$ cat src/rtl/qpdec_pkg.sv
`timescale 1ns / 1ps

package qpdec_pkg;

  // Bits per continuation group of a prefix integer
  localparam int unsigned GROUP_BITS = 7;

  // Instruction kinds on the decoder stream
  typedef enum logic [1:0] {
    KIND_SECTION_ACK   = 2'd0,
    KIND_STREAM_CANCEL = 2'd1,
    KIND_INSERT_INC    = 2'd2
  } kind_e;

  // Result status codes
  typedef enum logic {
    STATUS_OK  = 1'b0,
    STATUS_ERR = 1'b1
  } status_e;

  // Parser state carried from one word to the next
  typedef struct packed {
    logic        mid;
    kind_e       kind;
    logic [63:0] acc;
    logic [6:0]  shift;
    logic [3:0]  count;
  } parse_state_t;

  // One decoded instruction
  typedef struct packed {
    kind_e       kind;
    logic [63:0] value;
    logic [3:0]  used;
    status_e     status;
  } result_t;

endpackage

$ cat src/rtl/qpdec_step.sv
`timescale 1ns / 1ps

module qpdec_step #(
  parameter int unsigned MAX_CONT_BYTES = 10,
  parameter int unsigned MAX_SHIFT      = 63
) (
  input  logic [7:0]             byte_i,
  input  qpdec_pkg::parse_state_t cur_i,
  output qpdec_pkg::parse_state_t nxt_o,
  output logic                   emit_o,
  output qpdec_pkg::result_t     res_o
);
  import qpdec_pkg::*;

  localparam logic [3:0] CntLimit   = 4'(MAX_CONT_BYTES);
  localparam logic [6:0] ShiftLimit = 7'(MAX_SHIFT);
  localparam logic [6:0] ShiftStep  = 7'(GROUP_BITS);

  kind_e       first_kind;
  logic        prefix_full;
  logic [63:0] prefix_val;
  logic [3:0]  used;
  logic [70:0] shifted;
  logic [64:0] sum;
  logic        cont_err;
  logic        shift_err;
  logic        lost_err;
  logic        err;

  // First word: kind and prefix value
  always_comb begin
    priority if (byte_i[7]) begin
      first_kind  = KIND_SECTION_ACK;
      prefix_full = &byte_i[6:0];
      prefix_val  = {57'd0, byte_i[6:0]};
    end else if (byte_i[6]) begin
      first_kind  = KIND_STREAM_CANCEL;
      prefix_full = &byte_i[5:0];
      prefix_val  = {58'd0, byte_i[5:0]};
    end else begin
      first_kind  = KIND_INSERT_INC;
      prefix_full = &byte_i[5:0];
      prefix_val  = {58'd0, byte_i[5:0]};
    end
  end

  // Continuation word: shift the group in and check limits
  assign used      = cur_i.count + 4'd1;
  assign shifted   = {64'd0, byte_i[6:0]} << cur_i.shift;
  assign sum       = {1'b0, cur_i.acc} + {1'b0, shifted[63:0]};
  assign cont_err  = cur_i.count > CntLimit;
  assign shift_err = cur_i.shift > ShiftLimit;
  assign lost_err  = |shifted[70:64];
  assign err       = cont_err || shift_err || lost_err || sum[64];

  // Next state and result
  always_comb begin
    nxt_o  = cur_i;
    emit_o = 1'b0;
    res_o  = '{kind: cur_i.kind, value: '0, used: used, status: STATUS_OK};
    if (!cur_i.mid) begin
      if (!prefix_full) begin
        emit_o = 1'b1;
        res_o  = '{kind: first_kind, value: prefix_val, used: 4'd1, status: STATUS_OK};
      end else begin
        nxt_o = '{mid: 1'b1, kind: first_kind, acc: prefix_val, shift: '0, count: 4'd1};
      end
    end else if (err) begin
      emit_o       = 1'b1;
      res_o.status = STATUS_ERR;
      nxt_o        = '0;
    end else if (byte_i[7]) begin
      nxt_o.acc   = sum[63:0];
      nxt_o.shift = cur_i.shift + ShiftStep;
      nxt_o.count = used;
    end else begin
      emit_o      = 1'b1;
      res_o.value = sum[63:0];
      nxt_o       = '0;
    end
  end

endmodule

$ cat src/rtl/qpack_decoder_instruction_parser.sv
`timescale 1ns / 1ps
// Structure: a word is registered at acceptance and its result, if any, is then
// registered in the result register once the output can advance past any stall.
// Throughput: one word per cycle while the result output is not stalled; the parser state update is combinational.
// Reset: asynchronous, active low; clears parser state and both valid flags.

module qpack_decoder_instruction_parser #(
  parameter int unsigned MAX_CONT_BYTES = 10,
  parameter int unsigned MAX_SHIFT      = 63
) (
  input  logic        clk_i,
  input  logic        rst_ni,
  input  logic        s_axis_tvalid_i,
  output logic        s_axis_tready_o,
  input  logic [7:0]  s_axis_tdata_i,   // [7:0] byte_in
  output logic        m_axis_tvalid_o,
  input  logic        m_axis_tready_i,
  output logic [71:0] m_axis_tdata_o,   // [63:0] value, [67:64] bytes_used, zero pad
  output logic [2:0]  m_axis_tuser_o    // [1:0] kind, [2] status
);
  import qpdec_pkg::*;

  logic         in_vld_q;
  logic [7:0]   in_byte_q;
  logic         out_vld_q;
  result_t      out_q;
  parse_state_t state_q;
  parse_state_t state_d;
  logic         emit;
  result_t      res;
  logic         advance;

  assign advance         = !out_vld_q || m_axis_tready_i;
  assign s_axis_tready_o = !in_vld_q || advance;

  // Input word register
  always_ff @(posedge clk_i or negedge rst_ni) begin
    if (!rst_ni) begin
      in_vld_q <= 1'b0;
    end else if (s_axis_tready_o) begin
      in_vld_q <= s_axis_tvalid_i;
    end
  end

  always_ff @(posedge clk_i) begin
    if (s_axis_tready_o && s_axis_tvalid_i) begin
      in_byte_q <= s_axis_tdata_i;
    end
  end

  // Decode of one word against the parser state
  qpdec_step #(
    .MAX_CONT_BYTES(MAX_CONT_BYTES),
    .MAX_SHIFT     (MAX_SHIFT)
  ) u_step (
    .byte_i(in_byte_q),
    .cur_i (state_q),
    .nxt_o (state_d),
    .emit_o(emit),
    .res_o (res)
  );

  // Parser state
  always_ff @(posedge clk_i or negedge rst_ni) begin
    if (!rst_ni) begin
      state_q <= '0;
    end else if (in_vld_q && advance) begin
      state_q <= state_d;
    end
  end

  // Result register
  always_ff @(posedge clk_i or negedge rst_ni) begin
    if (!rst_ni) begin
      out_vld_q <= 1'b0;
    end else if (advance) begin
      out_vld_q <= in_vld_q && emit;
    end
  end

  always_ff @(posedge clk_i) begin
    if (advance && in_vld_q && emit) begin
      out_q <= res;
    end
  end

  assign m_axis_tvalid_o = out_vld_q;
  assign m_axis_tdata_o  = {4'd0, out_q.used, out_q.value};
  assign m_axis_tuser_o  = {out_q.status, out_q.kind};

`ifndef SYNTH
  // An error result never carries a value
  assert property (@(posedge clk_i) disable iff (!rst_ni)
    (m_axis_tvalid_o && m_axis_tuser_o[2]) |-> (m_axis_tdata_o[63:0] == 64'd0))
    else $error("error result with nonzero value");

  // A single-word instruction holds only a prefix value
  assert property (@(posedge clk_i) disable iff (!rst_ni)
    (m_axis_tvalid_o && !m_axis_tuser_o[2] && m_axis_tdata_o[67:64] == 4'd1)
      |-> (m_axis_tdata_o[63:7] == 57'd0))
    else $error("single-word result exceeds prefix range");

  // Word count stays within the continuation limit
  assert property (@(posedge clk_i) disable iff (!rst_ni)
    m_axis_tvalid_o |-> (m_axis_tdata_o[67:64] != 4'd0 &&
      m_axis_tdata_o[67:64] <= 4'(MAX_CONT_BYTES + 2)))
    else $error("bytes_used out of range");

  // A multi-word result, ok or error, means the parser was mid instruction
  assert property (@(posedge clk_i) disable iff (!rst_ni)
    (in_vld_q && advance && emit && res.used != 4'd1) |-> state_q.mid)
    else $error("continuation result without pending instruction");
`endif

endmodule

$ cat config.mk
export PLATFORM = sky130hd
export DESIGN_NAME = qpack_decoder_instruction_parser
export DESIGN_NICKNAME = d
export VERILOG_FILES = /design/src/rtl/qpdec_pkg.sv /design/src/rtl/qpdec_step.sv /design/src/rtl/qpack_decoder_instruction_parser.sv
export SDC_FILE = /design/constraint.sdc
export NUM_CORES = 1
export LEC_CHECK = 0
export BUFFER_PORTS_ARGS = -buffer_cell sky130_fd_sc_hd__buf_2
export CORE_UTILIZATION = 63
export CTS_BUF_LIST = sky130_fd_sc_hd__clkbuf_8
export DETAILED_ROUTE_END_ITERATION = 7
export PLACE_DENSITY_LB_ADDON = 0.12
export SYNTH_ARGS = -nofsm -noshare
export SYNTH_HDL_FRONTEND = slang
export SYNTH_SLANG_ARGS = --single-unit
$ cat constraint.sdc
create_clock -name clk_i -period 7.2 [get_ports clk_i]
set_clock_uncertainty 0.1 [all_clocks]
set_input_delay 0.72 -clock clk_i [delete_from_list [all_inputs] [get_ports clk_i]]
set_output_delay 0.72 -clock clk_i [all_outputs]
set_load 0.05 [all_outputs]
Word-level counts from Yosys, hierarchy flattened
Index checks and enable logic that the tools add are counted.

Register bits after elaboration: 159. Latch bits: 0. Memory bits (writable): 0. ROM bits: 0. Bits of input ports: 12. Output and inout port bits: 77. Word-level logic and storage cells: 57. Memories kept: 0.

$add $sub $neg: 3. $mul: 0. Div/mod/pow operators: 0. Order comparisons: 2. Equal/unequal tests: 1. Shift operators: 1. Mux-type cells: 21. Bitwise gates (word level): 0. Reduce and logical (&&, ||, !) cells: 17.

Operators with widths (count): $mux 78 (3); $mux 64 (3); $mux 75 (1); $mux 71 (1); $shl 7x7->71 (1); $add 64x64->65 (1); $add 7x3->7 const B (1); $gt 7x6->1 const B (1); $mux 1 (7); $mux 7 (1); $reduce_and 7->1 (1); $reduce_or 7->1 (1); $mux 2 (3); $reduce_and 6->1 (1); $logic_or 1x1->1 (5); $add 4x1->4 const B (1); $gt 4x4->1 const B (1); $logic_and 1x1->1 (4); $mux 4 (1); $mux 3 (1); $ne 3x2->1 const B (1); $reduce_and 3->1 (1); $logic_not 1->1 (2); $reduce_and 2->1 (1); $reduce_bool 2->1 (1).

Depth between registers and ports, before layout
Gate-level depths: netlist of the first run.

Depth after elaboration: 7. Gate-level depth with buffers: 21. Mapped depth without buffers: 18.

Hierarchy
Synthesis of the first run repeated with hierarchy kept, for this count alone.

Cells, all modules: 1289. Area total of the unflattened synthesis: 11644.9 µm².

Modules (own cells, without submodules): qpdec_step (instances 1, cells each 1030, area an instance 6165.9 µm², sequential area each 0.0 µm²); qpack_decoder_instruction_parser (instances 1, cells each 259, area an instance 5479.0 µm², sequential area each 4374.2 µm²).

Worst setup path before layout of the first run
OpenSTA, ideal clock, no wires.

Path kind: register -> register. Start point: register state_q[4] in the netlist's numbering. End point: register out_q (netlist bit m_axis_tdata_o[0]), enable pin. Setup time: 0.394 ns. Arrival time: 4.624 ns. Data required time: 6.706 ns. Setup slack: 2.082 ns. Stages on the path, launching flop included: 19. Path buffers: 3. Clock period less this slack: 5.118 ns. Cell sequence: dfrtp_1 buf_2 buf_1 mux2_2 nand2_1 o21ai_0 o211ai_1 nor2_1 ha_1 o21ai_1 a211oi_1 o21ai_1 a211o_1 and4_1 nor4_2 nand4b_1 buf_4 nand2_1 inv_2.

Longest elaborated chain between the ends: 7. Elaborated cells on any way between the ends: 10. Classes of those cells: add/sub: 1; order compare: 1; shift: 1; mux: 2; reduce/logical: 5.

RTL lines: start: declaration (RTL line qpack_decoder_instruction_parser.sv:27) `parse_state_t state_q;`; start signal: assignment (RTL line qpack_decoder_instruction_parser.sv:68) `state_q <= state_d;`; branches (longest 3 deep; another with $add 64x64->65); $logic_or 1x1->1 (*) (RTL line qpdec_step.sv:54) `assign err = cont_err || shift_err || lost_err || sum[64];`; $mux 1 (*) (RTL line qpdec_step.sv:68) `end else if (err) begin`; $mux 1 (*) (RTL line qpdec_step.sv:61) `if (!cur_i.mid) begin`; $logic_and 1x1->1 (*) (RTL line qpack_decoder_instruction_parser.sv:82) `if (advance && in_vld_q && emit) begin`; end signal: assignment (RTL line qpack_decoder_instruction_parser.sv:83) `out_q <= res;`; end: declaration (RTL line qpack_decoder_instruction_parser.sv:26) `result_t out_q;`.

Mark *: on every way between the ends. A chain may end at the register's enable or synchronous reset.

Worst setup path after layout of the first run
Start point: register state_q[4] in the netlist's numbering. End point: register out_q (netlist bit m_axis_tdata_o[27]), enable pin.

Same word-level chain as after synthesis.

==> results of run 1 <==
-- per-stage QoR --
step,setup slack (ns),util,instance area [um2]
3_5_place_dp,1.000,0.6762,11290
3_3_place_gp,1.064,0.6762,11290
6_report,0.9177,0.7016,11720
4_1_cts,0.9759,0.7016,11720
2_1_floorplan,2.082,-,10890
5_1_grt,0.6418,0.7016,11720
-- cell type report --
class | count | area (um2) | share of cell area
multi-input cells | 967 | 6062 | 0.5174
flip-flops and latches | 159 | 4374 | 0.3733
repair buffers | 90 | 480.5 | 0.04100
well taps | 220 | 275.3 | 0.02349
clock buffers | 17 | 234.0 | 0.01997
clock inverters | 15 | 190.2 | 0.01623
inverters | 27 | 101.3 | 0.008649
-- power by group through the flow --
stage	Sequential [mW]	Combinational (mW)	Clock (mW)
final	1.34	1.85	0.718
after global routing	1.37	2.01	0.754
after CTS	1.34	1.83	0.723
after detailed placement	1.35	1.82	0
after global placement	1.35	1.79	0
after floorplan	1.53	1.19	0
-- worst min path at each step --
| stage | from | endpoint | slack [ns] | depth (start not counted) |
|---|---|---|---|---|
| after floorplan | rst_ni | in_vld_q | 0.32 | 0 |
| after global placement | state_q[43] | state_q[43] | 0.37 | 2 |
| after detailed placement | state_q[37] | state_q[37] | 0.37 | 2 |
| after CTS | rst_ni | state_q[69] | 0.02 | 1 |
| after global routing | rst_ni | state_q[70] | 0.03 | 1 |
| final | rst_ni | state_q[69] | 0.02 | 1 |
-- flip-flops by register name, indices dropped and copies added (netlist names) --
name             cells
m_axis_tuser_o       3
m_axis_tdata_o      68
m_axis_tvalid_o      1
in_byte_q            8
state_q             78
in_vld_q             1
-- routing by layer --
| metal | GRT usage | vias up |
|---|---|---|
| met3 | 0.07002 | 68 |
| met5 | 0 | - |
| met2 | 0.5156 | 469 |
| met4 | 0.1181 | 0 |
| met1 | 0.5091 | 4550 |
| li1 | - | 4514 |
-- cell usage in the layout (no fill, tap or decap), drive strengths merged, types with 37 or more instances in the layout --
cell type	count
a21oi	90
buf	90
dfrtp	80
edfxtp	79
ha	68
inv	37
nand2	157
nor2	173
o21ai	81
o31ai	40
-- logic make-up after synthesis --
group                      share of synthesized area
and+or+nand+nor                               0.1939
AOI/OAI and AO/OA                             0.2158
DFF                                           0.4022
buffers and inverters                        0.04257
adders and majority gates                    0.08007
xor gates and xnor gates                     0.04913
muxes                                        0.01599
other                                      0.0003448
==> summary.txt, run 1 <==
CRITICAL PATH
--------------------------------------------------------------------------------
Critical path, cell by cell ....................................... mux4_2, a32o_1, o21ai_0, nor2_1, ha_1, nand2_1, a211oi_1, o21ai_1, a211o_1, and4_1, nor4_2, nand4b_1, nand2_1, inv_2, buf_12
Startpoint of the lowest-slack register-to-register path ..........   state_q[4]
Kind of end point of the critical path ............................         flop
Data required time of the worst path ..............................      7.26 ns
Kind of critical path .............................................   reg -> reg
Standard cell with the maximum stage delay on the critical path ... sky130_fd_sc_hd__o21ai_0
Gate family responsible for the most delay along the worst path ... compound AO/OA/AOI/OAI gates
Worst R2R Setup Slack .............................................      0.92 ns
Capture point of the worst path ................................... m_axis_tdata_o[27]
Most used cell, CP ................................................ sky130_fd_sc_hd__nand2_1
Worst-path fanout max .............................................           42
Crit path launch ..................................................   state_q[4]
Instance count on the critical path ...............................           15
R2r worst-path depth ..............................................           15
Startpoint type of the worst setup path ...........................         flop
Terminus of the critical flop-to-flop path ........................ m_axis_tdata_o[27]
Number of buffer and inverter stages on the critical path .........            2
Critical Path AT ..................................................      6.34 ns
Slowest cell delay on critical path ...............................      1.00 ns

WORST HOLD PATH
--------------------------------------------------------------------------------
Hold WC Path Type .................................................  in -> async

YOSYS
--------------------------------------------------------------------------------
Sequential element share of the synthesized area ..................       0.4022
Synth area leaders ................................................ sky130_fd_sc_hd__edfxtp_1, sky130_fd_sc_hd__dfrtp_1, sky130_fd_sc_hd__ha_1, sky130_fd_sc_hd__nor2_1, sky130_fd_sc_hd__nand2_1
Number of enable-type register cells in the synthesized netlist ...           79
Number of cells produced by synthesis .............................         1232
Top-area cell type share of the netlist area ......................       0.2181
Dominant cell type by area after synthesis ........................ sky130_fd_sc_hd__edfxtp_1
Post-synth cell types .............................................           86
Top flip-flop cell by instance count after synthesis .............. sky130_fd_sc_hd__dfrtp_1
Cell Area, Synth ..................................................    10880 um2
Flops & latches, synth ............................................          159
Synth top cells by count .......................................... sky130_fd_sc_hd__nor2_1, sky130_fd_sc_hd__nand2_1, sky130_fd_sc_hd__a21oi_1
Average footprint of a synthesized cell ...........................    8.827 um2
Warning count from the yosys run ..................................            0
Most instantiated library cell after synthesis .................... sky130_fd_sc_hd__nor2_1
Share of synthesized flip-flops with an asynchronous set or reset .       0.5031

POWER AND IR DROP
--------------------------------------------------------------------------------
Leak Pwr ..........................................................     5.021 nW
Switching part of the total .......................................       0.4818
Net Sw Power ......................................................     1.882 mW
Cell area power density ........................................... 333.5 nW/um2
Part of the total power dissipated in combinational logic .........        0.473
Clock share of power ..............................................        0.184
Share of power burned in registers ................................        0.343
Final Power .......................................................     3.907 mW
Internal Dissipation ..............................................     2.025 mW
Worst ir drop on vdd ..............................................    0.2400 mV

CLOCKING
--------------------------------------------------------------------------------
# hold bufs at CTS ................................................            0
CTS tree ..........................................................        built
CTS-repair resized insts ..........................................            0
Number of CTS-inserted buffers ....................................           17
Maximum buffer depth of the clock tree ............................            2
H-tree depth ......................................................            4
Post-CTS setup repair buffer count ................................            0
Insertion delay of the later-clocked pin in the worst-skew pair ...      0.48 ns
TritonCTS Sinks ...................................................          159
Root buffer selected by CTS ....................................... sky130_fd_sc_hd__clkbuf_8
Clk pin slew, worst setup/hold paths ..............................      0.10 ns

ROUTE
--------------------------------------------------------------------------------
Top metal layer carrying routed signals ...........................         met4
DRC Markers .......................................................            0
Total Routed Length ...............................................     30040 um
Post-DR vias/cell .................................................        6.422
Routed length on met2 .............................................     13020 um
Routed wl met3 ....................................................      2558 um
Avg WL per Cell ...................................................     20.09 um
Vias after detailed routing .......................................         9601
DRT met1 WL .......................................................     13650 um
Final ANT Viol Nets ...............................................            0
Total iterations of the first detailed-routing run ................            5
Number of DRC violations after detailed-routing iteration 0 .......         1094

FINISH
--------------------------------------------------------------------------------
Area added between synthesis and finish ...........................       7.743%
Antenna diode instance count ......................................            0
Final instance count without filler cells .........................         1495
Count of nets after finishing .....................................         1343
Layout cell share with drive strength beyond 1 ....................       0.1263
Fill cell total of the finished layout ............................         1358

GLOBAL ROUTE
--------------------------------------------------------------------------------
Number of global-route vias before repair .........................         8798
Pin count of the biggest net entering global routing ..............           97
Initial antenna violation count ...................................            0
Wire length of the first global-routing pass ......................     47660 um
Global router's overall resource usage ............................       0.3482
Congestion Overflow GR ............................................            0

FLOORPLANNING
--------------------------------------------------------------------------------
Num ports .........................................................           89
Die ar. ...........................................................    17790 um2
Die boundary width ................................................     133.4 um
Die boundary height ...............................................     133.4 um
Placeable core area ...............................................    16700 um2
Effective utilization at floorplan ................................       0.6512
Placement row count ...............................................           47

TIMING
--------------------------------------------------------------------------------
Fmax achieved .....................................................    159.2 MHz
Shortest clock period the worst path allows after layout ..........     6.282 ns
Slew Limit Headroom ...............................................       0.1334
Final cycle utilization of the critical path ......................       0.8725
Final hold slack ..................................................   0.01914 ns
Final hold viol count .............................................            0
Slew at the pin with the worst max-slew slack .....................     1.286 ns
Final-report setup violation count ................................            0
Final-layout setup total negative slack ...........................         0 ns
Final Slew Violations .............................................            0
Setup repair after global routing missed its margin ...............        false

RUN STATUS
--------------------------------------------------------------------------------
Outcome ...........................................................    completed

PLACEMENT
--------------------------------------------------------------------------------
IO buf count ......................................................           84
Half-perimeter wire length after detailed placement ...............     22060 um
Global placer's final weighted congestion .........................       0.9482
Instance count after placement with tap cells included ............         1463

JOB
--------------------------------------------------------------------------------
Number of violations of the max-capacitance limit .................            0

Power figures use the tool's default switching activity.
==> run 2: changes to the inputs <==
--- a/config.mk
+++ b/config.mk
@@ -10,6 +10,7 @@
 export CTS_BUF_LIST = sky130_fd_sc_hd__clkbuf_8
 export DETAILED_ROUTE_END_ITERATION = 7
 export PLACE_DENSITY_LB_ADDON = 0.12
+export RECOVER_POWER = 100
 export SYNTH_ARGS = -nofsm -noshare
 export SYNTH_HDL_FRONTEND = slang
 export SYNTH_SLANG_ARGS = --single-unit
==> constraint.sdc (replaced) <==
create_clock -name clk_i -period 5.95 [get_ports clk_i]
set_clock_uncertainty 0.1 [all_clocks]
set_input_delay 0.595 -clock clk_i [delete_from_list [all_inputs] [get_ports clk_i]]
set_output_delay 0.595 -clock clk_i [all_outputs]
set_load 0.05 [all_outputs]
==> run 2 against run 1 <==
The flow now finishes with violations (max-capacitance violations, max-slew violations). Clock power is 12% higher. Register-to-register slack worse by 0.67 ns. Hold slack better by 0.15 ns. Design area is 0.46% lower. Routed wire length is 1.2% higher. Critical path type unchanged. Critical endpoint is now m_axis_tdata_o[45]. Largest power group unchanged.
==> summary.txt, run 2 (synthesis results as in run 1) <==
TIMING
-------------------------------------------------------------------------------------
Final Slew Violations ..................................................           83   +83
Slew Limit Headroom ....................................................      -0.9949   -1.128
Final-report setup violation count .....................................            0   unchanged
Fmax achieved ..........................................................    175.4 MHz   +10%
Final-layout setup total negative slack ................................         0 ns   unchanged
Final hold viol count ..................................................            0   unchanged
Setup repair after global routing missed its margin ....................        false
Shortest clock period the worst path allows after layout ...............     5.702 ns   -0.5805 ns
Final cycle utilization of the critical path ...........................       0.9583   +0.08575
Final hold slack .......................................................    0.1709 ns   +0.1517 ns
Slew at the pin with the worst max-slew slack ..........................     2.992 ns   +1.706 ns

GLOBAL ROUTE
-------------------------------------------------------------------------------------
Global router's overall resource usage .................................       0.3528   +0.004579
Wire length of the first global-routing pass ...........................     48130 um   +1.0%
Number of global-route vias before repair ..............................         8872   +0.84%
Initial antenna violation count ........................................            0   unchanged
Congestion Overflow GR .................................................            0   unchanged
Pin count of the biggest net entering global routing ...................           73   -25%

FINISH
-------------------------------------------------------------------------------------
Area added between synthesis and finish ................................       7.248%
Largest registers ...................................................... state_q x78, m_axis_tdata_o x68, in_byte_q x8
Fill cell total of the finished layout .................................         1391   +2.4%
Count of nets after finishing ..........................................         1360   +1.3%
Final instance count without filler cells ..............................         1512   +1.1%
Antenna diode instance count ...........................................            0   unchanged
Register name with the most flops ......................................      state_q
Max FFs per register ...................................................           78   unchanged
Layout cell share with drive strength beyond 1 .........................      0.07121   -0.05507
Most used cells in the layout excluding fill and tap cells ............. sky130_fd_sc_hd__nor2_1, sky130_fd_sc_hd__nand2_1, sky130_fd_sc_hd__a21oi_1
Most frequent standard cell in the layout excluding fill and tap cells . sky130_fd_sc_hd__nor2_1

CRITICAL PATH
-------------------------------------------------------------------------------------
Startpoint type of the worst setup path ................................         flop
Gate family responsible for the most delay along the worst path ........ compound AO/OA/AOI/OAI gates
Number of buffer and inverter stages on the critical path ..............            0   -2
Critical Path AT .......................................................      5.96 ns   -0.38 ns
Worst-path fanout max ..................................................           18   -57%
Standard cell with the maximum stage delay on the critical path ........ sky130_fd_sc_hd__dfrtp_1
Kind of critical path ..................................................   reg -> reg
Slowest cell delay on critical path ....................................      0.76 ns   -0.24 ns
Data required time of the worst path ...................................      6.21 ns   -1.05 ns
Critical path, cell by cell ............................................ mux4_2, a32o_1, o21ai_1, nor2_1, ha_1, nand2_1, or4_4, a21oi_1, o2111ai_1, nand3_1, o21ai_0, o31a_1, o21bai_1, xor2_1, and2_0
Kind of end point of the critical path .................................         flop

ROUTE
-------------------------------------------------------------------------------------
Final ANT Viol Nets ....................................................            0   unchanged
Vias after detailed routing ............................................         9698   +1.0%
Total iterations of the first detailed-routing run .....................            5   unchanged
Avg WL per Cell ........................................................     20.11 um   about the same
Number of DRC violations after detailed-routing iteration 0 ............         1283   +17%
Total Routed Length ....................................................     30410 um   +1.2%
DRC Markers ............................................................            0   unchanged
Post-DR vias/cell ......................................................        6.414   -0.13%

FLOORPLANNING
-------------------------------------------------------------------------------------
Num ports ..............................................................           89   unchanged
Die boundary height ....................................................     133.4 um   unchanged
Die ar. ................................................................    17790 um2   unchanged
Die boundary width .....................................................     133.4 um   unchanged
Placement row count ....................................................           47   unchanged
Placeable core area ....................................................    16700 um2   unchanged
Effective utilization at floorplan .....................................       0.6512   unchanged

POWER AND IR DROP
-------------------------------------------------------------------------------------
Worst ir drop on vdd ...................................................    0.2673 mV   +11%
Cell area power density ................................................ 399.7 nW/um2   +20%
Leak Pwr ...............................................................     4.842 nW   -3.6%

PLACEMENT
-------------------------------------------------------------------------------------
Instance count after placement with tap cells included .................         1479   +1.1%
IO buf count ...........................................................           84   unchanged
Half-perimeter wire length after detailed placement ....................     22430 um   +1.7%
Global placer's final weighted congestion ..............................       0.9808   +3.4%

CLOCKING
-------------------------------------------------------------------------------------
Root buffer selected by CTS ............................................ sky130_fd_sc_hd__clkbuf_8
TritonCTS Sinks ........................................................          159   unchanged
CTS tree ...............................................................        built
Clk pin slew, worst setup/hold paths ...................................      0.10 ns   about the same
Number of CTS-inserted buffers .........................................           17   unchanged
Maximum buffer depth of the clock tree .................................            2   unchanged
Post-CTS setup repair buffer count .....................................            0   unchanged
H-tree depth ...........................................................            4   unchanged
Insertion delay of the later-clocked pin in the worst-skew pair ........      0.49 ns   about the same

RUN STATUS
-------------------------------------------------------------------------------------
Outcome ................................................................ finished, violations left
Violations in the final reports ........................................ max-capacitance violations, max-slew violations

JOB
-------------------------------------------------------------------------------------
Number of violations of the max-capacitance limit ......................            2   +2

WORST HOLD PATH
-------------------------------------------------------------------------------------
Hold WC Path Type ......................................................    in -> reg

run 2: cell types whose count changed in the layout (fill, tap and decap cells not counted), moves of 4 or more:
cell | previous run | this run
sky130_fd_sc_hd__clkbuf_1 | 0 | 78
sky130_fd_sc_hd__buf_2 | 83 | 10
sky130_fd_sc_hd__o21ai_0 | 40 | 71
sky130_fd_sc_hd__o21ai_1 | 41 | 10
sky130_fd_sc_hd__buf_4 | 6 | 13
sky130_fd_sc_hd__and2_0 | 0 | 4
sky130_fd_sc_hd__and2_1 | 8 | 4
run 2: layout make-up:
| type | count | area, um2 | share of cell area |
|---|---|---|---|
| Timing Repair Buffer | 107 | 493.0 | 0.04227 |
| Inverter | 27 | 101.3 | 0.008689 |
| Multi-Input combinational cell | 967 | 6037 | 0.5176 |
| Sequential cell | 159 | 4374 | 0.3750 |
| Tap cell | 220 | 275.3 | 0.02360 |
| Clock buffer | 18 | 247.7 | 0.02124 |
| Clock inverter | 14 | 135.1 | 0.01159 |
run 2: layer usage:
| metal | up-vias | track usage | part of all wire |
|---|---|---|---|
| met5 | - | 0 | 0 |
| met4 | 0 | 0.1420 | 0.032 |
| met3 | 61 | 0.06469 | 0.093 |
| met2 | 526 | 0.5064 | 0.42 |
| met1 | 4573 | 0.5251 | 0.45 |
| li1 | 4538 | - | - |
run 2: power breakdown:
part | internal [mW] | switching [mW] | total (mW)
combinational | 0.657 | 1.63 | 2.28
clock | 0.351 | 0.450 | 0.801
sequential | 1.41 | 0.168 | 1.58
total | 2.42 | 2.24 | 4.66
run 2: final timing paths:
path | startpoint | to | slack, ns | cells after the start
max | state_q[4] | m_axis_tdata_o[45] | 0.25 | 15
min reg2reg | state_q[38] | state_q[38] | 0.40 | 2
max in group asynchronous | rst_ni | state_q[16] | 1.06 | 3
max reg2reg | state_q[4] | m_axis_tdata_o[45] | 0.25 | 15
min | s_axis_tdata_i[5] | in_byte_q[5] | 0.17 | 1
min in group asynchronous | rst_ni | state_q[71] | 1.07 | 2
run 2: metrics by stage:
stage | power, mW | cell area [um2] | setup WS [ns] | util
5_1_grt | 4.908 | 11660 | 0.05391 | 0.6984
3_3_place_gp | 3.839 | 11410 | 0.3787 | 0.6834
6_report | 4.662 | 11660 | 0.2481 | 0.6984
4_1_cts | 4.670 | 11810 | 0.1348 | 0.7069
2_1_floorplan | 3.289 | 10890 | 0.8318 | -
3_5_place_dp | 3.870 | 11410 | 0.1541 | 0.6834
run 2: what timing repair did:
| action | CTS | global route |
|---|---|---|
| hold endpoints to repair | 30 | 0 |
| gates resized for setup | 0 | 1 |
| setup endpoints to repair | 0 | 112 |
| hold buffers | 1 | 0 |
==> run 3: changes to the inputs <==
--- a/config.mk
+++ b/config.mk
@@ -9,8 +9,10 @@
 export CORE_UTILIZATION = 63
 export CTS_BUF_LIST = sky130_fd_sc_hd__clkbuf_8
 export DETAILED_ROUTE_END_ITERATION = 7
+export MAX_ROUTING_LAYER = met4
 export PLACE_DENSITY_LB_ADDON = 0.12
 export RECOVER_POWER = 100
 export SYNTH_ARGS = -nofsm -noshare
 export SYNTH_HDL_FRONTEND = slang
+export SYNTH_HIERARCHICAL = 1
 export SYNTH_SLANG_ARGS = --single-unit
==> run 3 against run 2 <==
The run still ends with max-capacitance violations, max-slew violations left. Synthesized cell count is 4.6% higher. Maximum frequency is 1.6% higher. Total power is 26% lower. Sequential power is 15% lower. Core utilization is 0.71 points lower. Area after synthesis is 7.1% higher. Via count is 6.0% higher. Die area is 7.0% higher. Hold slack better by 0.030 ns. Register-to-register slack better by 0.09 ns. First-iteration DRC count is 17% lower. Largest cell class unchanged.
==> summary.txt, run 3 <==
RUN STATUS
--------------------------------------------------------------------------------
Outcome ........................................................... finished, violations left
Violations in the final reports ................................... max-capacitance violations, max-slew violations

YOSYS
--------------------------------------------------------------------------------
Cell Area, Synth ..................................................    11640 um2   +7.1%
Complex-gate fraction of the synthesized area .....................       0.1992   -0.01663
Most instantiated library cell after synthesis .................... sky130_fd_sc_hd__nor2_1
Main combinational cell family by area after synthesis ............ compound AO/OA/AOI/OAI gates
Top-area cell type share of the netlist area ......................       0.2037   -0.01441
Dominant cell type by area after synthesis ........................ sky130_fd_sc_hd__edfxtp_1
Warning count from the yosys run ..................................            6   +6
Number of enable-type register cells in the synthesized netlist ...           79   unchanged
Synth area leaders ................................................ sky130_fd_sc_hd__edfxtp_1, sky130_fd_sc_hd__dfrtp_1, sky130_fd_sc_hd__ha_1, sky130_fd_sc_hd__mux2_2, sky130_fd_sc_hd__nor2_1
Sequential element share of the synthesized area ..................       0.3756   -0.02658
Top flip-flop cell by instance count after synthesis .............. sky130_fd_sc_hd__dfrtp_1
Xor/xnor cell area share of the yosys netlist .....................      0.04738   -0.001742
Flops & latches, synth ............................................          159   unchanged
Share of cell area taken by muxes after synthesis .................      0.08918   +0.07319
Post-synth cell types .............................................           76   -12%
Average footprint of a synthesized cell ...........................    9.034 um2   +2.3%
Share of synthesized flip-flops with an asynchronous set or reset .       0.5031   unchanged
Synth top cells by count .......................................... sky130_fd_sc_hd__nor2_1, sky130_fd_sc_hd__nand2_1, sky130_fd_sc_hd__a21oi_1
Post-Synth Simple-Gate Area .......................................       0.1732   -0.02065
Number of cells produced by synthesis .............................         1289   +4.6%
Adder-cell share of the synthesized area ..........................      0.07478   -0.005291

TIMING
--------------------------------------------------------------------------------
Final cycle utilization of the critical path ......................       0.9428   -0.01547
Worst-case setup margin in the final layout .......................    0.3402 ns   +0.09204 ns
Fmax achieved .....................................................    178.3 MHz   +1.6%
Setup repair after global routing missed its margin ...............        false
Final-layout setup total negative slack ...........................         0 ns   unchanged
Slew at the pin with the worst max-slew slack .....................     4.665 ns   +1.673 ns
Final hold viol count .............................................            0   unchanged
Slew Limit Headroom ...............................................       -2.110   -1.115
Final hold slack ..................................................    0.2010 ns   +0.03017 ns
Final-report setup violation count ................................            0   unchanged
Shortest clock period the worst path allows after layout ..........     5.610 ns   -0.09204 ns
Final Slew Violations .............................................          156   +88%

FLOORPLANNING
--------------------------------------------------------------------------------
Die ar. ...........................................................    19030 um2   +7.0%
Die boundary width ................................................     138.0 um   +3.4%
Num ports .........................................................           89   unchanged
Placeable core area ...............................................    18020 um2   +7.9%
Die boundary height ...............................................     138.0 um   +3.4%
Effective utilization at floorplan ................................       0.6461   -0.005133
Placement row count ...............................................           49   +4.3%

GLOBAL ROUTE
--------------------------------------------------------------------------------
Pin count of the biggest net entering global routing ..............           81   +11%
Initial antenna violation count ...................................            0   unchanged
Global router's overall resource usage ............................       0.3715   +0.01869
Congestion Overflow GR ............................................            0   unchanged
Wire length of the first global-routing pass ......................     51820 um   +7.7%
Number of global-route vias before repair .........................         9658   +8.9%

CRITICAL PATH
--------------------------------------------------------------------------------
Critical Path AT ..................................................      5.71 ns   -0.25 ns
Critical path, cell by cell ....................................... inv_1, nor2_1, nor2_1, a21oi_4, nor2_1, a21oi_1, nor2_1, ha_1, nand4_1, a211oi_1, o211ai_1, a21oi_1, o21ai_1, a21o_1, nand3_1, clkbuf_1, nor2_2, buf_4, and2_0
Startpoint of the lowest-slack register-to-register path ..........   state_q[5]
Most used cell, CP ................................................ sky130_fd_sc_hd__nor2_1
Number of buffer and inverter stages on the critical path .........            3   +3
Worst-path fanout max .............................................           31   +13
Gate family responsible for the most delay along the worst path ... compound AO/OA/AOI/OAI gates
Crit path launch ..................................................   state_q[5]
Kind of critical path .............................................   reg -> reg
Slowest cell delay on critical path ...............................      0.72 ns   -0.04 ns
Kind of end point of the critical path ............................         flop
Startpoint type of the worst setup path ...........................         flop
Standard cell with the maximum stage delay on the critical path ... sky130_fd_sc_hd__dfrtp_1
Data required time of the worst path ..............................      6.05 ns   -0.16 ns

FINISH
--------------------------------------------------------------------------------
Area of the multi-input gates .....................................     6763 um2   +12%
Most used cells in the layout excluding fill and tap cells ........ sky130_fd_sc_hd__nand2_1, sky130_fd_sc_hd__nor2_1, sky130_fd_sc_hd__o21ai_0, sky130_fd_sc_hd__a21oi_1
Register area .....................................................     4375 um2   about the same
Final instance count without filler cells .........................         1576   +4.2%
Largest registers ................................................. state_q x78, m_axis_tdata_o x68, in_byte_q x8
Design area .......................................................    12460 um2   +6.8%
Register name with the most flops .................................      state_q
Antenna diode instance count ......................................            0   unchanged
Area added between synthesis and finish ...........................       7.005%
Layout cell share with drive strength beyond 1 ....................       0.1054   +0.03421
Fill cell total of the finished layout ............................         1540   +11%
Max FFs per register ..............................................           78   unchanged
Count of nets after finishing .....................................         1415   +4.0%

POWER AND IR DROP
--------------------------------------------------------------------------------
Clock share of power ..............................................        0.256   +0.084
Net Sw Power ......................................................     1.349 mW   -40%
Internal Dissipation ..............................................     2.104 mW   -13%
Switching part of the total .......................................       0.3907   -0.09083
Leak Pwr ..........................................................     5.319 nW   +9.8%
Worst ir drop on vdd ..............................................    0.2878 mV   +7.7%
Cell area power density ........................................... 277.2 nW/um2   -31%
Share of power burned in registers ................................        0.389   +0.051
Part of the total power dissipated in combinational logic .........        0.355   -0.135

CLOCKING
--------------------------------------------------------------------------------
H-tree depth ......................................................            4   unchanged
Post-CTS setup repair buffer count ................................            0   unchanged
CTS tree ..........................................................        built
Insertion delay of the later-clocked pin in the worst-skew pair ...      0.47 ns   -0.02 ns
# hold bufs at CTS ................................................            0   -1
Root buffer selected by CTS ....................................... sky130_fd_sc_hd__clkbuf_8
TritonCTS Sinks ...................................................          159   unchanged
Number of CTS-inserted buffers ....................................           17   unchanged
Clk pin slew, worst setup/hold paths ..............................      0.09 ns   about the same
CTS-repair resized insts ..........................................            0   unchanged
Maximum buffer depth of the clock tree ............................            2   unchanged

ROUTE
--------------------------------------------------------------------------------
Total iterations of the first detailed-routing run ................            6   +1
Number of DRC violations after detailed-routing iteration 0 .......         1060   -17%
Avg WL per Cell ...................................................     21.43 um   +6.6%
Post-DR vias/cell .................................................        6.520   +1.7%
Vias after detailed routing .......................................        10280   +6.0%
Total Routed Length ...............................................     33780 um   +11%
Final ANT Viol Nets ...............................................            0   unchanged
DRC Markers .......................................................            0   unchanged

PLACEMENT
--------------------------------------------------------------------------------
Post-DP Area ......................................................    12220 um2   +7.1%
Global placer's final weighted congestion .........................        1.020   +4.0%
Half-perimeter wire length after detailed placement ...............     24450 um   +9.0%
IO buf count ......................................................           84   unchanged
Instance count after placement with tap cells included ............         1544   +4.4%
Pre-CTS setup slack ...............................................    0.4697 ns   +0.3156 ns

WORST HOLD PATH
--------------------------------------------------------------------------------
Hold Path Origin .................................................. s_axis_tdata_i[7]
Hold WC Path Type .................................................    in -> reg

JOB
--------------------------------------------------------------------------------
Number of violations of the max-capacitance limit .................            3   +1

[run 3: changes by cell type in the layout (fill, tap and decap cells not counted), sizes merged, moves of 13 or more]
cell and change:
nor2 -23, a22o +28, mux2 +77, o21ai +13
and2 +25, o31ai -31, o22ai +13
[run 3: layer usage]
layer,global-route usage,vias to the layer above,part of all wire
li1,-,4774,-
met1,0.4757,4941,0.42
met2,0.5936,486,0.47
met3,0.05994,75,0.075
met4,0.1347,0,0.032
met5,-,-,0
[run 3: cell families after synthesis]
kind of cell / after synthesis
buf+inv: 111
fa+ha+maj: 69
mux: 86
flops: 159
compound gates: 356
simple gates: 444
other cells: 1
xor+xnor: 63
[run 3: power groups by stage]
| stage | Clock, mW | Sequential (mW) | Combinational [mW] |
|---|---|---|---|
| 3_3_place_gp | 0 | 1.35 | 1.20 |
| 2_1_floorplan | 0 | 1.44 | 0.804 |
| 3_5_place_dp | 0 | 1.36 | 1.21 |
| 5_1_grt | 0.938 | 1.36 | 1.32 |
| 4_1_cts | 0.896 | 1.34 | 1.21 |
| 6_report | 0.884 | 1.34 | 1.23 |
[run 3: cell type report]
type                    count  share of cell area
multi-input cells        1022              0.5427
flip-flops and latches    159              0.3511
well taps                 229             0.02299
repair buffers            107             0.04047
clock inverters            15             0.01576
clock buffers              17             0.01878
inverters                  27            0.008133
[run 3: path summary, 6_finish.rpt]
| path | endpoint | slack, ns | depth (start not counted) |
|---|---|---|---|
| setup / recovery | m_axis_tdata_o[49] | 0.34 | 19 |
| hold / removal | in_byte_q[7] | 0.20 | 1 |
| setup reg to reg | m_axis_tdata_o[49] | 0.34 | 19 |
| hold reg to reg | state_q[30] | 0.45 | 1 |
| max in group asynchronous | state_q[4] | 1.13 | 1 |
| min in group asynchronous | state_q[71] | 1.70 | 1 |
[run 3: through the flow]
stage	util	total power, mW
global placement	0.6779	2.549
finish	0.6913	3.454
detailed placement	0.6779	2.564
CTS	0.7018	3.445
global route	0.6913	3.618
floorplan	-	2.243
